`src/hdl/animation_progress_sequencer_top_defines.svh`:
```
// Assertion macros for the animation progress sequencer.
// Used by the sequencer module; no other dependencies.
`ifndef ANIMATION_PROGRESS_SEQUENCER_TOP_DEFINES_SVH
`define ANIMATION_PROGRESS_SEQUENCER_TOP_DEFINES_SVH

// same-cycle implication
`define APS_ASSERT_NOW(lbl, ck, rs, ante, cons, msg) \
  lbl: assert property (@(posedge ck) disable iff (rs) (ante) |-> (cons)) else $error(msg);

// next-cycle implication
`define APS_ASSERT_NEXT(lbl, ck, rs, ante, cons, msg) \
  lbl: assert property (@(posedge ck) disable iff (rs) (ante) |=> (cons)) else $error(msg);

`endif

```
`src/hdl/aps_pkg.sv`:
```
// Package for the animation progress sequencer: codes, state types and
// the request struct between the sequencer and the arithmetic unit. No dependencies.
`timescale 1ns / 1ps

package aps_pkg;

  localparam int LEN_W = 20;
  localparam int CFG_W = 20;

  typedef enum logic [2:0] {
    OP_TICK    = 3'd0,
    OP_COND    = 3'd1,
    OP_INIT    = 3'd2,
    OP_QUEUE   = 3'd3,
    OP_RETIRE  = 3'd4,
    OP_RESET   = 3'd5
  } op_t;

  typedef enum logic [1:0] {
    DIR_NONE = 2'd0,
    DIR_FWD  = 2'd1,
    DIR_REV  = 2'd2
  } dir_t;

  typedef enum logic [1:0] {
    PH_NONE    = 2'd0,
    PH_DELAYED = 2'd1,
    PH_RUNNING = 2'd2,
    PH_DONE    = 2'd3
  } phase_t;

  typedef enum logic [1:0] {
    REP_NONE  = 2'd0,
    REP_PULSE = 2'd1,
    REP_LOOP  = 2'd2
  } repeat_t;

  typedef enum logic [1:0] {
    REG_RUN_LENGTH  = 2'd0,
    REG_START_DELAY = 2'd1,
    REG_REPEAT_MODE = 2'd2,
    REG_REVERSIBLE  = 2'd3
  } cfg_reg_t;

  typedef enum logic [2:0] {
    SEQ_IDLE,
    SEQ_QUEUE,
    SEQ_MUL,
    SEQ_EVAL,
    SEQ_DIV,
    SEQ_FINISH
  } seq_state_t;

  typedef enum logic {
    AU_MUL = 1'b0,
    AU_DIV = 1'b1
  } arith_mode_t;

  typedef struct packed {
    logic        start;
    arith_mode_t mode;
  } arith_req_t;

endpackage

```
`src/hdl/aps_arith_unit.sv`:
```
// Shared bit-serial arithmetic unit: shift-add multiply and restoring divide
// on one adder, one bit per cycle. Depends on aps_pkg.
`timescale 1ns / 1ps

module aps_arith_unit #(
  parameter int FRACTION_BITS = 16
) (
  input  logic                              clk,
  input  logic                              rst,
  input  aps_pkg::arith_req_t               req,
  input  logic [aps_pkg::LEN_W-1:0]         len,
  input  logic [FRACTION_BITS:0]            frac_in,
  input  logic [aps_pkg::LEN_W-1:0]         num_in,
  output logic                              done,
  output logic [aps_pkg::LEN_W-1:0]         product,
  output logic [FRACTION_BITS:0]            quotient
);

  localparam int PW    = FRACTION_BITS + 1;
  localparam int LW    = aps_pkg::LEN_W;
  localparam int ACC_W = LW + PW;
  localparam int AW    = ACC_W + 1;
  localparam int CNT_W = $clog2(PW);

  logic                busy;
  aps_pkg::arith_mode_t mode;
  logic [CNT_W-1:0]    cnt;
  logic [ACC_W-1:0]    acc;
  logic [PW-1:0]       fr;
  logic [LW-1:0]       divisor;
  logic                first;

  logic [LW:0]         rem_trial;
  logic [AW-1:0]       add_a;
  logic [AW-1:0]       add_b;
  logic                add_cin;
  logic [AW-1:0]       sum;
  logic                qbit;
  logic [ACC_W-1:0]    acc_next;
  logic [PW-1:0]       fr_next;

  // shared adder
  always_comb begin
    rem_trial = first ? acc[LW:0] : {acc[LW-1:0], 1'b0};
    if (mode == aps_pkg::AU_MUL) begin
      add_a   = {1'b0, acc[ACC_W-2:0], 1'b0};
      add_b   = fr[PW-1] ? AW'(divisor) : '0;
      add_cin = 1'b0;
    end else begin
      add_a   = AW'(rem_trial);
      add_b   = ~AW'(divisor);
      add_cin = 1'b1;
    end
    sum  = add_a + add_b + AW'(add_cin);
    qbit = ~sum[AW-1];
    if (mode == aps_pkg::AU_MUL) begin
      acc_next = sum[ACC_W-1:0];
      fr_next  = {fr[PW-2:0], 1'b0};
    end else begin
      acc_next = qbit ? ACC_W'(sum[LW:0]) : ACC_W'(rem_trial);
      fr_next  = {fr[PW-2:0], qbit};
    end
  end

  always_ff @(posedge clk) begin
    if (rst) begin
      busy <= 1'b0;
      done <= 1'b0;
      cnt  <= '0;
    end else begin
      done <= 1'b0;
      if (req.start) begin
        busy <= 1'b1;
        cnt  <= '0;
      end else if (busy) begin
        cnt <= cnt + CNT_W'(1);
        if (cnt == CNT_W'(PW - 1)) begin
          busy <= 1'b0;
          done <= 1'b1;
        end
      end
    end
  end

  always_ff @(posedge clk) begin
    if (req.start) begin
      mode    <= req.mode;
      divisor <= len;
      first   <= 1'b1;
      if (req.mode == aps_pkg::AU_MUL) begin
        acc <= '0;
        fr  <= frac_in;
      end else begin
        acc <= ACC_W'(num_in);
        fr  <= '0;
      end
    end else if (busy) begin
      acc   <= acc_next;
      fr    <= fr_next;
      first <= 1'b0;
    end
  end

  assign product  = acc[FRACTION_BITS +: LW];
  assign quotient = fr;

endmodule

```
`src/hdl/aps_sequencer.sv`:
```
// Sequencer for the animation progress sequencer: run state, tick steps and
// the output register. Depends on aps_pkg and the assertion macro header.
`timescale 1ns / 1ps
`include "animation_progress_sequencer_top_defines.svh"

module aps_sequencer #(
  parameter int FRACTION_BITS = 16
) (
  input  logic                         clk,
  input  logic                         rst,
  input  logic                         in_valid,
  output logic                         in_stall,
  input  logic [2:0]                   operation,
  input  logic [31:0]                  now_ms,
  input  logic                         start_request,
  input  logic                         condition,
  input  logic [1:0]                   queue_direction,
  output logic                         out_valid,
  input  logic                         out_stall,
  output logic [1:0]                   direction,
  output logic [1:0]                   phase,
  output logic [FRACTION_BITS:0]       progress,
  output logic [1:0]                   queued,
  input  logic [aps_pkg::LEN_W-1:0]    run_length,
  input  logic [aps_pkg::LEN_W-1:0]    start_delay,
  input  aps_pkg::repeat_t             repeat_mode,
  input  logic                         reversible,
  output aps_pkg::arith_req_t          areq,
  output logic [FRACTION_BITS:0]       frac_in,
  output logic [aps_pkg::LEN_W-1:0]    num_in,
  input  logic                         adone,
  input  logic [aps_pkg::LEN_W-1:0]    product,
  input  logic [FRACTION_BITS:0]       quotient
);

  localparam int PW = FRACTION_BITS + 1;
  localparam int LW = aps_pkg::LEN_W;
  localparam logic [PW-1:0] ONE = {1'b1, {FRACTION_BITS{1'b0}}};

  aps_pkg::seq_state_t state, state_next;
  logic [31:0]     start_time, start_time_next;
  logic [PW-1:0]   prog, prog_next;
  aps_pkg::dir_t   cur_dir, cur_dir_next;
  aps_pkg::dir_t   q_dir, q_dir_next;
  aps_pkg::phase_t cur_phase, cur_phase_next;
  logic            last_cond, last_cond_next;
  logic [31:0]     now_r;
  logic            start_req_r;
  logic            out_free;
  logic            accept;

  logic [31:0]     elapsed;
  logic [31:0]     past_delay;
  logic [LW:0]     ramp_end;
  logic            pulse_on;
  logic            loop_on;

  logic            arith_wait;
  logic            arith_issue;
  logic            out_load;

  assign accept   = in_valid && !in_stall;
  assign in_stall = (state != aps_pkg::SEQ_IDLE);
  assign out_free = !out_valid || !out_stall;

  assign arith_wait  = (state == aps_pkg::SEQ_MUL) || (state == aps_pkg::SEQ_DIV);
  assign arith_issue = (state == aps_pkg::SEQ_QUEUE) || (state == aps_pkg::SEQ_EVAL);
  assign out_load    = (state == aps_pkg::SEQ_FINISH) && out_free;

  assign elapsed    = now_r - start_time;
  assign past_delay = elapsed - 32'(start_delay);
  assign ramp_end   = {1'b0, run_length} + {1'b0, start_delay};
  assign pulse_on   = (repeat_mode == aps_pkg::REP_PULSE) && last_cond;
  assign loop_on    = (repeat_mode == aps_pkg::REP_LOOP) && last_cond;

  always_comb begin
    state_next      = state;
    start_time_next = start_time;
    prog_next       = prog;
    cur_dir_next    = cur_dir;
    q_dir_next      = q_dir;
    cur_phase_next  = cur_phase;
    last_cond_next  = last_cond;
    areq.start      = 1'b0;
    areq.mode       = aps_pkg::AU_MUL;
    frac_in         = (cur_dir == aps_pkg::DIR_REV) ? prog : ONE - prog;
    num_in          = (cur_dir == aps_pkg::DIR_FWD) ? past_delay[LW-1:0]
                                                    : run_length - elapsed[LW-1:0];
    case (state)
      aps_pkg::SEQ_IDLE: begin
        if (accept) begin
          state_next = aps_pkg::SEQ_FINISH;
          case (aps_pkg::op_t'(operation))
            aps_pkg::OP_TICK: begin
              state_next = aps_pkg::SEQ_QUEUE;
            end
            aps_pkg::OP_COND: begin
              if (condition && !last_cond) begin
                q_dir_next = aps_pkg::DIR_FWD;
              end else if (!condition && last_cond) begin
                if (reversible) begin
                  q_dir_next = aps_pkg::DIR_REV;
                end else begin
                  cur_dir_next   = aps_pkg::DIR_NONE;
                  q_dir_next     = aps_pkg::DIR_NONE;
                  cur_phase_next = aps_pkg::PH_NONE;
                end
              end
              last_cond_next = condition;
            end
            aps_pkg::OP_INIT: begin
              last_cond_next = condition;
              q_dir_next     = aps_pkg::DIR_NONE;
              if (!condition) begin
                cur_dir_next   = aps_pkg::DIR_NONE;
                cur_phase_next = aps_pkg::PH_NONE;
              end else if (repeat_mode == aps_pkg::REP_PULSE) begin
                prog_next      = ONE;
                cur_dir_next   = aps_pkg::DIR_REV;
                cur_phase_next = aps_pkg::PH_RUNNING;
              end else if (repeat_mode == aps_pkg::REP_LOOP) begin
                prog_next      = '0;
                cur_dir_next   = aps_pkg::DIR_FWD;
                cur_phase_next = aps_pkg::PH_RUNNING;
              end else begin
                prog_next      = ONE;
                cur_dir_next   = aps_pkg::DIR_NONE;
                cur_phase_next = aps_pkg::PH_DONE;
              end
            end
            aps_pkg::OP_QUEUE: begin
              q_dir_next = (queue_direction == aps_pkg::DIR_FWD) ? aps_pkg::DIR_FWD :
                           (queue_direction == aps_pkg::DIR_REV) ? aps_pkg::DIR_REV :
                                                                   aps_pkg::DIR_NONE;
            end
            aps_pkg::OP_RETIRE: begin
              if (cur_phase == aps_pkg::PH_DONE) begin
                cur_dir_next = aps_pkg::DIR_NONE;
                q_dir_next   = aps_pkg::DIR_NONE;
              end
            end
            aps_pkg::OP_RESET: begin
              cur_dir_next   = aps_pkg::DIR_NONE;
              q_dir_next     = aps_pkg::DIR_NONE;
              cur_phase_next = aps_pkg::PH_NONE;
            end
            default: begin
            end
          endcase
        end
      end
      aps_pkg::SEQ_QUEUE: begin
        state_next = aps_pkg::SEQ_EVAL;
        if (start_req_r || q_dir == aps_pkg::DIR_REV) begin
          q_dir_next = aps_pkg::DIR_NONE;
        end
        if (q_dir == aps_pkg::DIR_FWD) begin
          if (cur_dir == aps_pkg::DIR_REV) begin
            areq.start = 1'b1;
            state_next = aps_pkg::SEQ_MUL;
          end else begin
            start_time_next = now_r;
            cur_dir_next    = aps_pkg::DIR_FWD;
          end
        end else if (q_dir == aps_pkg::DIR_REV) begin
          if (cur_dir == aps_pkg::DIR_FWD) begin
            areq.start = 1'b1;
            state_next = aps_pkg::SEQ_MUL;
          end else begin
            if (cur_dir == aps_pkg::DIR_NONE) begin
              start_time_next = now_r;
            end
            cur_dir_next = aps_pkg::DIR_REV;
          end
        end
      end
      aps_pkg::SEQ_MUL: begin
        if (adone) begin
          // re-base keeps progress continuous across the turn
          start_time_next = now_r - 32'(product);
          cur_dir_next    = (cur_dir == aps_pkg::DIR_REV) ? aps_pkg::DIR_FWD
                                                          : aps_pkg::DIR_REV;
          state_next      = aps_pkg::SEQ_EVAL;
        end
      end
      aps_pkg::SEQ_EVAL: begin
        state_next = aps_pkg::SEQ_FINISH;
        if (cur_dir == aps_pkg::DIR_FWD) begin
          if (elapsed < 32'(start_delay)) begin
            prog_next      = '0;
            cur_phase_next = aps_pkg::PH_DELAYED;
          end else if (elapsed < 32'(ramp_end)) begin
            areq.start = 1'b1;
            areq.mode  = aps_pkg::AU_DIV;
            state_next = aps_pkg::SEQ_DIV;
          end else begin
            prog_next = ONE;
            if (pulse_on) begin
              cur_dir_next    = aps_pkg::DIR_REV;
              start_time_next = now_r;
            end else if (loop_on) begin
              prog_next       = '0;
              start_time_next = now_r;
            end else begin
              cur_phase_next = aps_pkg::PH_DONE;
            end
          end
        end else if (cur_dir == aps_pkg::DIR_REV) begin
          if (elapsed < 32'(run_length)) begin
            areq.start = 1'b1;
            areq.mode  = aps_pkg::AU_DIV;
            state_next = aps_pkg::SEQ_DIV;
          end else begin
            prog_next = '0;
            if (pulse_on) begin
              cur_dir_next    = aps_pkg::DIR_FWD;
              start_time_next = now_r;
            end else begin
              cur_phase_next = aps_pkg::PH_DONE;
            end
          end
        end
      end
      aps_pkg::SEQ_DIV: begin
        if (adone) begin
          prog_next      = quotient;
          cur_phase_next = aps_pkg::PH_RUNNING;
          state_next     = aps_pkg::SEQ_FINISH;
        end
      end
      aps_pkg::SEQ_FINISH: begin
        if (out_free) begin
          state_next = aps_pkg::SEQ_IDLE;
        end
      end
      default: begin
        state_next = aps_pkg::SEQ_IDLE;
      end
    endcase
  end

  always_ff @(posedge clk) begin
    if (rst) begin
      state      <= aps_pkg::SEQ_IDLE;
      start_time <= '0;
      prog       <= '0;
      cur_dir    <= aps_pkg::DIR_NONE;
      q_dir      <= aps_pkg::DIR_NONE;
      cur_phase  <= aps_pkg::PH_NONE;
      last_cond  <= 1'b0;
      out_valid  <= 1'b0;
    end else begin
      state      <= state_next;
      start_time <= start_time_next;
      prog       <= prog_next;
      cur_dir    <= cur_dir_next;
      q_dir      <= q_dir_next;
      cur_phase  <= cur_phase_next;
      last_cond  <= last_cond_next;
      if (state == aps_pkg::SEQ_FINISH && out_free) begin
        out_valid <= 1'b1;
      end else if (!out_stall) begin
        out_valid <= 1'b0;
      end
    end
  end

  always_ff @(posedge clk) begin
    if (accept) begin
      now_r       <= now_ms;
      start_req_r <= start_request;
    end
    if (state == aps_pkg::SEQ_FINISH && out_free) begin
      direction <= cur_dir;
      phase     <= cur_phase;
      progress  <= prog;
      queued    <= q_dir;
    end
  end

  `APS_ASSERT_NOW(a_prog_max, clk, rst, 1'b1, prog <= ONE, "progress above one")
  `APS_ASSERT_NOW(a_done_wait, clk, rst, adone, arith_wait, "arith done outside wait state")
  `APS_ASSERT_NOW(a_start_src, clk, rst, areq.start, arith_issue, "arith start from wrong state")
  `APS_ASSERT_NEXT(a_out_load, clk, rst, out_load, out_valid && !in_stall, "result not loaded")

endmodule

```
`src/hdl/animation_progress_sequencer_top.sv`:
```
// Top level of the animation progress sequencer: configuration registers and
// the sequencer with its shared arithmetic unit. Depends on aps_pkg, aps_sequencer and aps_arith_unit.
`timescale 1ns / 1ps

// Condition, queue, retire and reset transactions go from acceptance straight
// to the finish state, where the result is registered once the output is free.
// A tick runs up to two bit-serial passes on the one shared adder: a re-base
// multiply when the direction turns and a divide for the ramp value.
// One transaction is in work at a time.

module animation_progress_sequencer_top #(
  parameter int FRACTION_BITS = 16
) (
  input  logic                      clk,
  input  logic                      rst,
  input  logic                      cfg_write,
  input  logic [1:0]                cfg_index,
  input  logic [aps_pkg::CFG_W-1:0] cfg_data,
  input  logic                      in_valid,
  output logic                      in_stall,
  input  logic [2:0]                operation,
  input  logic [31:0]               now_ms,
  input  logic                      start_request,
  input  logic                      condition,
  input  logic [1:0]                queue_direction,
  output logic                      out_valid,
  input  logic                      out_stall,
  output logic [1:0]                direction,
  output logic [1:0]                phase,
  output logic [FRACTION_BITS:0]    progress,
  output logic [1:0]                queued
);

  logic [aps_pkg::LEN_W-1:0] run_length;
  logic [aps_pkg::LEN_W-1:0] start_delay;
  aps_pkg::repeat_t          repeat_mode;
  logic                      reversible;

  aps_pkg::arith_req_t       areq;
  logic [FRACTION_BITS:0]    frac_in;
  logic [aps_pkg::LEN_W-1:0] num_in;
  logic                      adone;
  logic [aps_pkg::LEN_W-1:0] product;
  logic [FRACTION_BITS:0]    quotient;

  always_ff @(posedge clk) begin
    if (rst) begin
      run_length  <= '0;
      start_delay <= '0;
      repeat_mode <= aps_pkg::REP_NONE;
      reversible  <= 1'b1;
    end else if (cfg_write) begin
      case (aps_pkg::cfg_reg_t'(cfg_index))
        aps_pkg::REG_RUN_LENGTH:  run_length  <= cfg_data[aps_pkg::LEN_W-1:0];
        aps_pkg::REG_START_DELAY: start_delay <= cfg_data[aps_pkg::LEN_W-1:0];
        aps_pkg::REG_REPEAT_MODE: repeat_mode <= aps_pkg::repeat_t'(cfg_data[1:0]);
        aps_pkg::REG_REVERSIBLE:  reversible  <= cfg_data[0];
        default: begin
        end
      endcase
    end
  end

  aps_sequencer #(
    .FRACTION_BITS(FRACTION_BITS)
  ) u_seq (
    .clk             (clk),
    .rst             (rst),
    .in_valid        (in_valid),
    .in_stall        (in_stall),
    .operation       (operation),
    .now_ms          (now_ms),
    .start_request   (start_request),
    .condition       (condition),
    .queue_direction (queue_direction),
    .out_valid       (out_valid),
    .out_stall       (out_stall),
    .direction       (direction),
    .phase           (phase),
    .progress        (progress),
    .queued          (queued),
    .run_length      (run_length),
    .start_delay     (start_delay),
    .repeat_mode     (repeat_mode),
    .reversible      (reversible),
    .areq            (areq),
    .frac_in         (frac_in),
    .num_in          (num_in),
    .adone           (adone),
    .product         (product),
    .quotient        (quotient)
  );

  aps_arith_unit #(
    .FRACTION_BITS(FRACTION_BITS)
  ) u_arith (
    .clk      (clk),
    .rst      (rst),
    .req      (areq),
    .len      (run_length),
    .frac_in  (frac_in),
    .num_in   (num_in),
    .done     (adone),
    .product  (product),
    .quotient (quotient)
  );

endmodule
```
`config.mk`:
```
export PLATFORM = sky130hd
export DESIGN_NAME = animation_progress_sequencer_top
export DESIGN_NICKNAME = d
export VERILOG_FILES = /design/src/hdl/aps_pkg.sv /design/src/hdl/aps_arith_unit.sv /design/src/hdl/aps_sequencer.sv /design/src/hdl/animation_progress_sequencer_top.sv
export VERILOG_INCLUDE_DIRS = /design/src /design/src/hdl
export SDC_FILE = /design/constraint.sdc
export NUM_CORES = 1
export LEC_CHECK = 0
export BUFFER_PORTS_ARGS = -buffer_cell sky130_fd_sc_hd__buf_2
export CAP_MARGIN = 25
export CORE_MARGIN = 2
export CORE_UTILIZATION = 65
export DETAILED_ROUTE_END_ITERATION = 7
export PLACE_DENSITY = 0.88
export SKIP_LAST_GASP = 1
export SYNTH_ARGS = -nofsm -noshare
export SYNTH_HDL_FRONTEND = slang
export SYNTH_SLANG_ARGS = --single-unit
```
`constraint.sdc`:
```
create_clock -name clk -period 8.79 [get_ports clk]
set_input_delay 1.3185 -clock clk [delete_from_list [all_inputs] [get_ports clk]]
set_output_delay 1.3185 -clock clk [all_outputs]
set_load 0.005 [all_outputs]
```
# After elaboration in Yosys (flattened, before gate mapping)

Index checks and enable logic that the tools add are counted.

Equality and inequality tests: 54
Add/subtract/negate cells: 9
Multiplexer cells: 124
$lt $le $gt $ge: 3
Bitwise operators: 3
Reductions and logical operators: 38

Operators with widths:

| cell               | count |
|---|---|
| $mux 32            | 14 |
| $mux 17            | 17 |
| $mux 36            | 3 |
| $pmux 32 s3        | 1 |
| $mux 2             | 44 |
| $lt 32x20->1       | 2 |
| $mux 20            | 3 |
| $pmux 17 s3        | 1 |
| $mux 21            | 2 |
| $sub 20x20->20     | 2 |
| $add 37x38->38     | 1 |
| $add 38x1->38      | 1 |
| $mux 38            | 1 |
| $not 20->38        | 1 |
| $mux 37            | 1 |
| $ne 3x3->1 const B | 12 |
| $lt 32x21->1       | 1 |
| $sub 32x20->32     | 1 |
| $sub 32x32->32     | 1 |
| $mux 3             | 10 |
| $pmux 2 s4         | 3 |
| $add 20x20->21     | 1 |
| $mux 1             | 19 |
| $pmux 3 s6         | 1 |
| other kinds (37)   | 88 |

Output and inout port bits: 25
Flip-flop bits (word level): 241

# Longest topological paths before layout

Gate-level depths: netlist (run 1).

Depth in word-level cells: 8
Depth in mapped cells: 30

# Modules after synthesis

Synthesis (run 1) repeated with hierarchy kept, for this count alone.

Cells, all modules: 2310
Area total of the unflattened synthesis: 19867.8 um^2

By module, submodules not included:

| module                           | area an instance (um^2) | cells each | instances | sequential area each (um^2) |
|---|---|---|---|---|
| aps_sequencer                    | 12480.7                 | 1551       | 1         | 2882.8 |
| aps_arith_unit                   | 5594.1                  | 593        | 1         | 2382.3 |
| animation_progress_sequencer_top | 1793.0                  | 166        | 1         | 860.8 |

# Least setup slack after synthesis (run 1)

OpenSTA, ideal clock, no wires.

Path type: register -> register
From: reg run_length[0] (netlist name)
To: reg u_arith.acc[0] (enable)
Slack: 2832 ps
Buffers on the path: 2
Arrival: 5545 ps
Cell stages (with the launch flop): 28
Path through: dfxtp_1 ha_1 inv_1 fa_1 nor2b_1 o21ai_0 a21oi_1 o21ai_0 a21oi_1 o21ai_0 nand2b_1 a41oi_1 a211oi_1 a21oi_1 xor2_1 ha_1 nor2b_1 o21ai_0 nand2b_1 a21oi_1 o21ai_0 a31oi_1 nand3_1 o32ai_1 and3_1 clkbuf_2 buf_4 or3_1

Longest elaborated chain between the ends: 7

RTL lines:

| what                          | line                                   | RTL |
|---|---|---|
| start, declared               | animation_progress_sequencer_top.sv:34 | `logic [aps_pkg::LEN_W-1:0] run_length;` |
| start signal, assigned        | animation_progress_sequencer_top.sv:54 | `aps_pkg::REG_RUN_LENGTH: run_length <= cfg_data[aps_pkg::LEN_W-1:0];` |
| $add 20x20->21                | aps_sequencer.sv:72                    | `assign ramp_end = {1'b0, run_length} + {1'b0, start_delay};` |
| $lt 32x21->1                  | aps_sequencer.sv:192                   | `end else if (elapsed < 32'(ramp_end)) begin` |
| $mux 2                        | aps_sequencer.sv:192                   |  |
| $mux 2                        | aps_sequencer.sv:189                   | `if (elapsed < 32'(start_delay)) begin` |
| $mux 2 *                      | aps_sequencer.sv:188                   | `if (cur_dir == aps_pkg::DIR_FWD) begin` |
| $pmux 1 s2 *                  | aps_sequencer.sv:89                    | `case (state)` |
| $reduce_bool 2->1 (no line) * | -                                      |  |
| end signal, assigned          | aps_arith_unit.sv:94                   | `acc <= ACC_W'(num_in);` |
| end signal, assigned          | aps_arith_unit.sv:98                   | `acc <= acc_next;` |
| end, declared                 | aps_arith_unit.sv:28                   | `logic [ACC_W-1:0] acc;` |

Mark *: on every way between the ends. The rest lies on a longest branch, timed or not.
A chain may end at the register's enable or synchronous reset.

==> results of run 1 <==
[critical path, delay by kind of cell (launching register included)]
family | cells | cell delay (ps)
and+or+nand+nor | 7 | 1220
AOI/OAI and AO/OA | 13 | 2440
DFF | 1 | 420
xor gates and xnor gates | 1 | 150
adders and majority gates | 3 | 930
buffers and inverters | 3 | 1320
[routing by layer]
metal | wire length (um) | global-route usage | vias to the layer above
met3 | 3600 | 0.0516 | 93
met2 | 23100 | 0.540 | 691
met5 | 0 | 0 | -
li1 | - | - | 7976
met1 | 21200 | 0.422 | 7914
met4 | 1610 | 0.110 | 0
[power breakdown]
part	switching, W	leakage, nW	internal, W	total [W]
sequential	0.0000989	2.10	0.00129	0.00139
clock	0.000502	0.491	0.000748	0.00125
combinational	0.00155	5.86	0.00102	0.00258
total	0.00215	8.45	0.00306	0.00522
[final timing paths]
check / startpoint / end
max: run_length[0] / u_arith.divisor[3]
min: start_delay[12] / start_delay[12]
max reg2reg: run_length[0] / u_arith.divisor[3]
min reg2reg: start_delay[12] / start_delay[12]
[layout by cell type (no fill, tap or decap), types with 15 or more instances in the layout]
master     count
o21a_1        20
buf_4         15
nand3_1       38
and2_1        20
clkbuf_16     30
or3_1         22
inv_1        174
buf_2         89
nor3_1        36
mux2i_1       47
nor2_1       164
xor2_1        55
nand2b_1      31
a31oi_1       27
a211oi_1      25
dfxtp_1      111
and3_1        18
mux2_2        35
ha_1         177
o211ai_1      19
edfxtp_1     130
xnor2_1       81
o21ai_0      103
nor2b_1       25
a211oi_2      18
o31ai_1       16
a21o_1        43
nand2_1      271
a21oi_1      198
nor4_1        18
[cell type report]
type / instances / area, um2 / share of cell area
timing repair buffer: 108 / 631 / 0.0306
sequential: 241 / 6130 / 0.297
clock buffer: 37 / 817 / 0.0396
inverter: 174 / 653 / 0.0317
multi-input combinational: 1697 / 11700 / 0.568
clock inverter: 15 / 190 / 0.00923
tap: 384 / 480 / 0.0233
[registers in the layout, indices dropped and copies added, names as in the netlist, 3 cells and up]
register	count
u_arith.acc	36
u_seq.now_r	32
u_seq.start_time	32
run_length	20
start_delay	20
u_arith.divisor	20
u_arith.quotient	17
u_seq.prog	17
u_seq.progress	17
u_arith.cnt	5
u_seq.state	3
[metrics by stage]
step / hold slack, ps / util / std cells / power [W] / setup WS, ps
after global routing: 498 / 0.718 / 2656 / 0.00555 / 1460
final: 478 / 0.718 / 2656 / 0.00522 / 1900
after CTS: 477 / 0.717 / 2654 / 0.00518 / 2000
after floorplan: 406 / - / 2205 / 0.00332 / 2830
after detailed placement: 469 / 0.682 / 2602 / 0.00391 / 2080
after global placement: 464 / 0.681 / 2600 / 0.00382 / 2350
[cell families (layout without fill, tap and decap cells)]
| logic type | after synthesis | in the layout |
|---|---|---|
| buffers and inverters | 267 | 334 |
| multiplexers | 82 | 82 |
| AO/OA/AOI/OAI | 592 | 592 |
| adder cells (fa/ha/maj) | 185 | 185 |
| flip-flops | 241 | 241 |
| XOR/XNOR | 136 | 136 |
| AND/OR/NAND/NOR | 702 | 702 |
==> impl_metrics.json, run 1 <==
{
  "fin_worst_skew_ps": 28.4,
  "synth_edf_count": 130,
  "drc": 0,
  "io_buffers": 90,
  "critical_path_class": "reg2reg",
  "antenna_found_initial": 0,
  "final_nets": 2500,
  "yosys.area_share.simple": 0.173,
  "synthCells": 2205,
  "worstRegToRegCells": 27,
  "dr_total_vias": 16674,
  "synth_most_common_cell": "nand2_1",
  "die_y_um": 175,
  "io_pins": 91,
  "fin_crit_sh": 0.784,
  "grtUsageTotal": 0.321,
  "h-tree-depth": 1,
  "reg2reg_slack_ps": 1900,
  "crit_fanout": 67,
  "synth-compound-area-share": 0.212,
  "ys_ff_latch": 241,
  "ys.flop_type": "edfxtp_1",
  "dr.pass1.iters": 7,
  "synth.distinct_cells": 88,
  "syn-cell-area_um2": 18900,
  "area_growth_pct": 9.05,
  "cellPowerDensity_nw_per_um2": 253,
  "die_x_um": 175,
  "start_kind": "flop",
  "start_util": 0.659,
  "drt-wirelength-per-cell_um": 18.6,
  "drv_cap": 0,
  "cts.sinks": 241,
  "hold_class": "reg2reg",
  "cts_resized": 0,
  "clk_pin_slew_ps": 70,
  "cts_hold_buf": 0,
  "worstPathRequired_ps": 8970,
  "dpl_cell_area_um2": 19600,
  "postCtsSetupRepairBufs": 0,
  "synth_seq_area_share": 0.324,
  "arrival_ps": 7070,
  "end_kind": "flop",
  "drv_slew": 0,
  "drtIter0Drc": 1488,
  "tightestPinTransition_ps": 1170,
  "grt_first_pass_wirelength_um": 80800,
  "worstSkewPairLatency_ps": 580,
  "crit_top_cell": "o21ai_0",
  "synth_top_area_share": 0.207,
  "insertedDiodeCount": 0,
  "muxShareOfSynthArea": 0.0457,
  "relSlewSlack": 0.208,
  "finalHoldViolations": 0,
  "synth_top_family_by_area": "compound AO/OA/AOI/OAI gates",
  "yosys-top-cells-count": "271 x nand2_1, 199 x a21oi_1, 177 x ha_1",
  "cts_tree": "done",
  "synthesis.nets": 2455,
  "wl_um": 49500,
  "cpPeakStageDelay_ps": 680,
  "synth_top_cells_by_area": "edfxtp_1 21%, dfxtp_1 12%, ha_1 12%, nand2_1 5.4%, a21oi_1 5.3%",
  "dieArea_um2": 30500,
  "fillers": 2155,
  "cp_slowest_cell": "inv_1",
  "antenna_left": 0,
  "period_minus_slack_ps": 6890,
  "fp-row-count": 62,
  "yosysTopAreaCell": "edfxtp_1",
  "via_per_inst": 6.28,
  "cts_buffers": 28,
  "cts_buffer_depth": 3,
  "grt_pass1_vias": 16248,
  "core_area_um2": 28700,
  "status": "finished clean",
  "setup_viol": 0,
  "grt_max_degree": 87,
  "rsz0062_at_grt": "false",
  "synth_xor_area_frac": 0.0630,
  "cts_root_buffer": "clkbuf_16",
  "holdPathStages": 2,
  "avgSynthCellArea_um2": 8.57,
  "async_flop_share": 0,
  "gp_congestion": 0.990,
  "dpl.hpwl_um": 36600,
  "fin_area_um2": 20600,
  "drive_above_1_share": 0.114,
  "max-vdd-ir-drop_v": 0.000204,
  "overflow": 0,
  "yosys_warnings": 0,
  "p_leak_nw": 8.45,
  "max_freq_ghz": 0.145,
  "synthAdderAreaFrac": 0.125,
  "setup_tns_ps": 0
}
No activity file was read; power rests on OpenSTA's default activity.
==> run 2, diff against run 1 <==
Settings changed: CORE_UTILIZATION 65 to 57, PLACE_DENSITY 0.88 to 0.82.
Clock period 8.79 ns to 6.3 ns, I/O delays scaled along.
==> impl_metrics.json, run 2 (same netlist as run 1, synthesis figures left out) <==
{
  "reg_top3": "u_arith.acc (36), u_seq.now_r (32), u_seq.start_time (32)",
  "max_flop_register": "u_arith.acc",
  "tightestPinTransition_ps": 1180,
  "cts_hold_buf": 0,
  "io_pins": 91,
  "max-vdd-ir-drop_v": 0.000277,
  "drt-wirelength-per-cell_um": 17.7,
  "h-tree-depth": 1,
  "cts_tree": "done",
  "setup_tns_ps": 0,
  "die_y_um": 186,
  "dpl.hpwl_um": 36300,
  "layout_commonest_cell": "nand2_1",
  "hp-start": "start_delay[13]",
  "drc": 0,
  "insertedDiodeCount": 0,
  "drtIter0Drc": 1270,
  "status": "finished clean",
  "worstPathRequired_ps": 6580,
  "cts_buffer_depth": 3,
  "crit_fanout": 33,
  "grtUsageTotal": 0.277,
  "overflow": 0,
  "drv_slew": 0,
  "largest_reg_flops": 36,
  "fin_worst_skew_ps": 23.2,
  "cts_root_buffer": "clkbuf_16",
  "postCtsSetupRepairBufs": 0,
  "holdPathStages": 2,
  "arrival_ps": 6270,
  "end_kind": "flop",
  "drive_above_1_share": 0.119,
  "fp-row-count": 66,
  "hold_end": "start_delay[13]",
  "crit_path_start": "u_seq.now_r[0]",
  "area_growth_pct": 10.3,
  "hold_class": "reg2reg",
  "worstRegToRegCells": 21,
  "reg2reg_slack_ps": 310,
  "final_nets": 2515,
  "fin_crit_sh": 0.951,
  "gp_congestion": 0.942,
  "relSlewSlack": 0.199,
  "max_freq_ghz": 0.167,
  "clk_pin_slew_ps": 60,
  "use_met2": 0.467,
  "cts_buffers": 28,
  "start_util": 0.579,
  "wl_um": 48400,
  "use_met1": 0.369,
  "finalWorstSetupSlack_ps": 311,
  "start_kind": "flop",
  "dp_slack_ps": 221,
  "grtUsageMet3": 0.0397,
  "rr_startpoint": "u_seq.now_r[0]",
  "regToRegEndpoint": "u_arith.acc[24]",
  "period_minus_slack_ps": 5990,
  "grt_max_degree": 63,
  "antenna_left": 0,
  "grt_pass1_vias": 15664,
  "worstSkewPairLatency_ps": 570,
  "io_buffers": 90,
  "cts.sinks": 241,
  "grt_first_pass_wirelength_um": 78000,
  "core_area_um2": 32600,
  "dr.pass1.iters": 5,
  "drv_cap": 0,
  "cellPowerDensity_nw_per_um2": 353,
  "via_per_inst": 6.08,
  "final_cell_mix": "271 x nand2_1, 198 x a21oi_1, 177 x ha_1, 174 x inv_1, 164 x nor2_1",
  "die_x_um": 186,
  "dieArea_um2": 34600,
  "dr_total_vias": 16593,
  "setup_viol": 0,
  "critical_path_class": "reg2reg",
  "antenna_found_initial": 0,
  "p_leak_nw": 8.54,
  "finalHoldViolations": 0,
  "top_usage_layer": "met2",
  "cts_resized": 0
}
==> run 2: final cells by class <==
| type | count | area (um2) |
|---|---|---|
| Inverter | 174 | 653 |
| Sequential cell | 241 | 6130 |
| Multi-Input combinational cell | 1697 | 11700 |
| Tap cell | 442 | 553 |
| Fill cell | 2620 | 11800 |
| Clock buffer | 40 | 828 |
| Clock inverter | 11 | 170 |
| Timing Repair Buffer | 123 | 764 |
==> run 2: worst max-delay path by stage <==
stage / endpoint / slack [ps]
CTS: u_arith.acc[24] / 200
floorplan: u_arith.acc[0] / 340
global route: u_arith.divisor[19] / -10
detailed placement: u_arith.acc[3] / 220
global placement: u_arith.acc[26] / 510
finish: u_arith.acc[24] / 310
==> run 2: per-layer routing <==
metal  vias to the layer above  share of wire  wire length, um
met5                         -              0                0
met4                         0          0.028             1370
met3                       110          0.077             3730
met2                       642           0.47            22500
met1                      7834           0.43            20800
li1                       8007              -                -
==> run 2: critical path, cell delays in order, from the launching register on <==
cell	delay, ps
edfxtp_1	390
inv_1	100
ha_1	180
inv_1	70
fa_1	440
a211oi_2	300
o21ai_0	190
a21oi_1	180
o21bai_1	80
xor2_1	510
ha_1	400
a21o_1	200
a21o_1	200
nand2_1	90
a31oi_1	110
a311o_1	420
and3_1	220
nor4_4	470
o32ai_2	160
and3_4	260
or3_2	480
buf_6	230
==> run 2: per-stage QoR <==
stage	cell area, um2	total power (W)	std cells	utilization	hold WS (ps)
5_1_grt	20800	0.00783	2728	0.639	505
3_3_place_gp	19800	0.00537	2674	0.606	464
6_report	20800	0.00735	2728	0.639	480
4_1_cts	20800	0.00729	2727	0.637	481
2_1_floorplan	18900	0.00463	2205	-	406
3_5_place_dp	19800	0.00552	2676	0.607	459
==> run 2: where the power goes <==
group / leakage, nW / internal, W / switching [W]
Combinational: 5.95 / 0.00147 / 0.00219
Sequential: 2.10 / 0.00180 / 0.000135
Clock: 0.493 / 0.00108 / 0.000669
==> run 3, diff against run 2 <==
--- a/config.mk
+++ b/config.mk
@@ -18 +18,2 @@
 export SYNTH_SLANG_ARGS = --single-unit
+export TNS_END_PERCENT = 100
--- a/constraint.sdc
+++ b/constraint.sdc
@@ -3,2 +3,2 @@
 set_output_delay 0.945 -clock clk [all_outputs]
-set_load 0.005 [all_outputs]
+set_load 0.05 [all_outputs]
==> impl_metrics.json, run 3 (same netlist as run 1, synthesis figures left out) <==
{
  "status": "finished clean",
  "worstSkewPairLatency_ps": 570,
  "max-vdd-ir-drop_v": 0.000252,
  "final_nets": 2517,
  "dieArea_um2": 34600,
  "io_buffers": 90,
  "cts.sinks": 241,
  "cts_root_buffer": "clkbuf_16",
  "dpl.hpwl_um": 36500,
  "cts_hold_buf": 0,
  "setup_viol": 0,
  "end_kind": "flop",
  "cts_buffers": 28,
  "cpPeakStageDelay_ps": 610,
  "reg_top3": "u_arith.acc (36), u_seq.now_r (32), u_seq.start_time (32)",
  "area_growth_pct": 9.76,
  "hold_class": "reg2reg",
  "regToRegEndpoint": "u_arith.acc[16]",
  "layout_commonest_cell": "nand2_1",
  "rr_startpoint": "u_arith.mode",
  "critPathCapture": "u_arith.acc[16]",
  "max_freq_ghz": 0.168,
  "max_flop_register": "u_arith.acc",
  "crit_chain": "nand2_1 > buf_4 > buf_4 > mux2_2 > ha_1 > a21o_1 > a21oi_1 > nor2_1 > a211o_1 > a21oi_1 > a221oi_1 > a311oi_1 > nor3_1 > a31oi_1 > or3_1 > nor2_1 > ha_1 > and2_1 > buf_12 > nor3b_1 > o21ai_0 > o21ai_0",
  "cp_slowest_cell": "edfxtp_1",
  "drtIter0Drc": 1131,
  "cts_resized": 0,
  "antenna_left": 0,
  "core_area_um2": 32600,
  "dr_total_vias": 16500,
  "drive_above_1_share": 0.120,
  "dr.pass1.iters": 7,
  "wl_um": 48400,
  "fin_crit_sh": 0.944,
  "rsz0062_at_grt": "false",
  "via_per_inst": 6.04,
  "start_util": 0.579,
  "stdcell_count": 2731,
  "die_y_um": 186,
  "drv_slew": 0,
  "drt-wirelength-per-cell_um": 17.7,
  "drc": 0,
  "arrival_ps": 6360,
  "grtUsageTotal": 0.277,
  "clk_pin_slew_ps": 60,
  "crit_path_start": "u_arith.mode",
  "period_minus_slack_ps": 5950,
  "worstRegToRegCells": 22,
  "cts_buffer_depth": 3,
  "io_pins": 91,
  "start_kind": "flop",
  "h-tree-depth": 1,
  "relSlewSlack": 0.359,
  "die_x_um": 186,
  "dp_slack_ps": 338,
  "gp_congestion": 0.953,
  "regArea_um2": 6130,
  "overflow": 0,
  "fin_worst_skew_ps": 21.2,
  "drv_cap": 0,
  "grt_max_degree": 70,
  "placed_cells": 2677,
  "grt_pass1_vias": 15740,
  "insertedDiodeCount": 0,
  "whs_ps": 474,
  "cts_tree": "done",
  "finalWorstSetupSlack_ps": 351,
  "critical_path_class": "reg2reg",
  "final_cell_mix": "271 x nand2_1, 198 x a21oi_1, 177 x ha_1, 174 x inv_1, 164 x nor2_1",
  "finalHoldViolations": 0,
  "crit_fanout": 21,
  "largest_reg_flops": 36,
  "p_leak_nw": 8.50,
  "hp-start": "start_delay[16]",
  "fillers": 2696,
  "antenna_found_initial": 0,
  "fp-row-count": 66,
  "tightestPinTransition_ps": 937,
  "grt_first_pass_wirelength_um": 77900,
  "worstPathRequired_ps": 6710,
  "postCtsSetupRepairBufs": 0,
  "cellPowerDensity_nw_per_um2": 350,
  "multi_input_area_um2": 11700,
  "reg2reg_slack_ps": 350,
  "setup_tns_ps": 0
}
## run 3: worst min-delay path by stage
stage	to	slack, ps	cells past startpoint
2_1_floorplan	u_seq.direction[1]	410	0
3_3_place_gp	start_delay[17]	460	2
3_5_place_dp	u_seq.phase[0]	460	0
4_1_cts	start_delay[16]	480	2
5_1_grt	u_seq.phase[0]	490	0
6_report	start_delay[16]	470	2
## run 3: layout make-up
cell class	count	area share
multi-input cells	1697	0.565
clock inverters	12	0.00428
clock buffers	40	0.0399
flip-flops and latches	241	0.295
repair buffers	125	0.0375
inverters	174	0.0315
well taps	442	0.0267
## run 3: layer usage
| metal | up-vias | share of wire | track usage |
|---|---|---|---|
| li1 | 8015 | - | - |
| met1 | 7754 | 0.43 | 0.366 |
| met2 | 626 | 0.46 | 0.460 |
| met3 | 105 | 0.070 | 0.0421 |
| met4 | 0 | 0.035 | 0.102 |
| met5 | - | 0 | 0 |
## run 3: critical path: cells and delay by family, from the launching register on
kind / cells / cell delay (ps)
AOI/OAI and AO/OA: 9 / 1740
adders and majority gates: 2 / 610
buffers and inverters: 3 / 610
DFF: 1 / 610
muxes: 1 / 370
and+or+nand+nor: 7 / 1840
## run 3: power breakdown
group	switching (W)	total (W)	internal [W]
Sequential	0.000136	0.00194	0.00180
Clock	0.000685	0.00161	0.000921
Combinational	0.00225	0.00372	0.00148
## run 3: through the flow
| step | utilization | total power, W | cell area (um2) |
|---|---|---|---|
| floorplan | - | 0.00469 | 18900 |
| global placement | 0.606 | 0.00545 | 19800 |
| detailed placement | 0.607 | 0.00558 | 19800 |
| CTS | 0.635 | 0.00722 | 20700 |
| global route | 0.636 | 0.00774 | 20700 |
| finish | 0.636 | 0.00727 | 20700 |
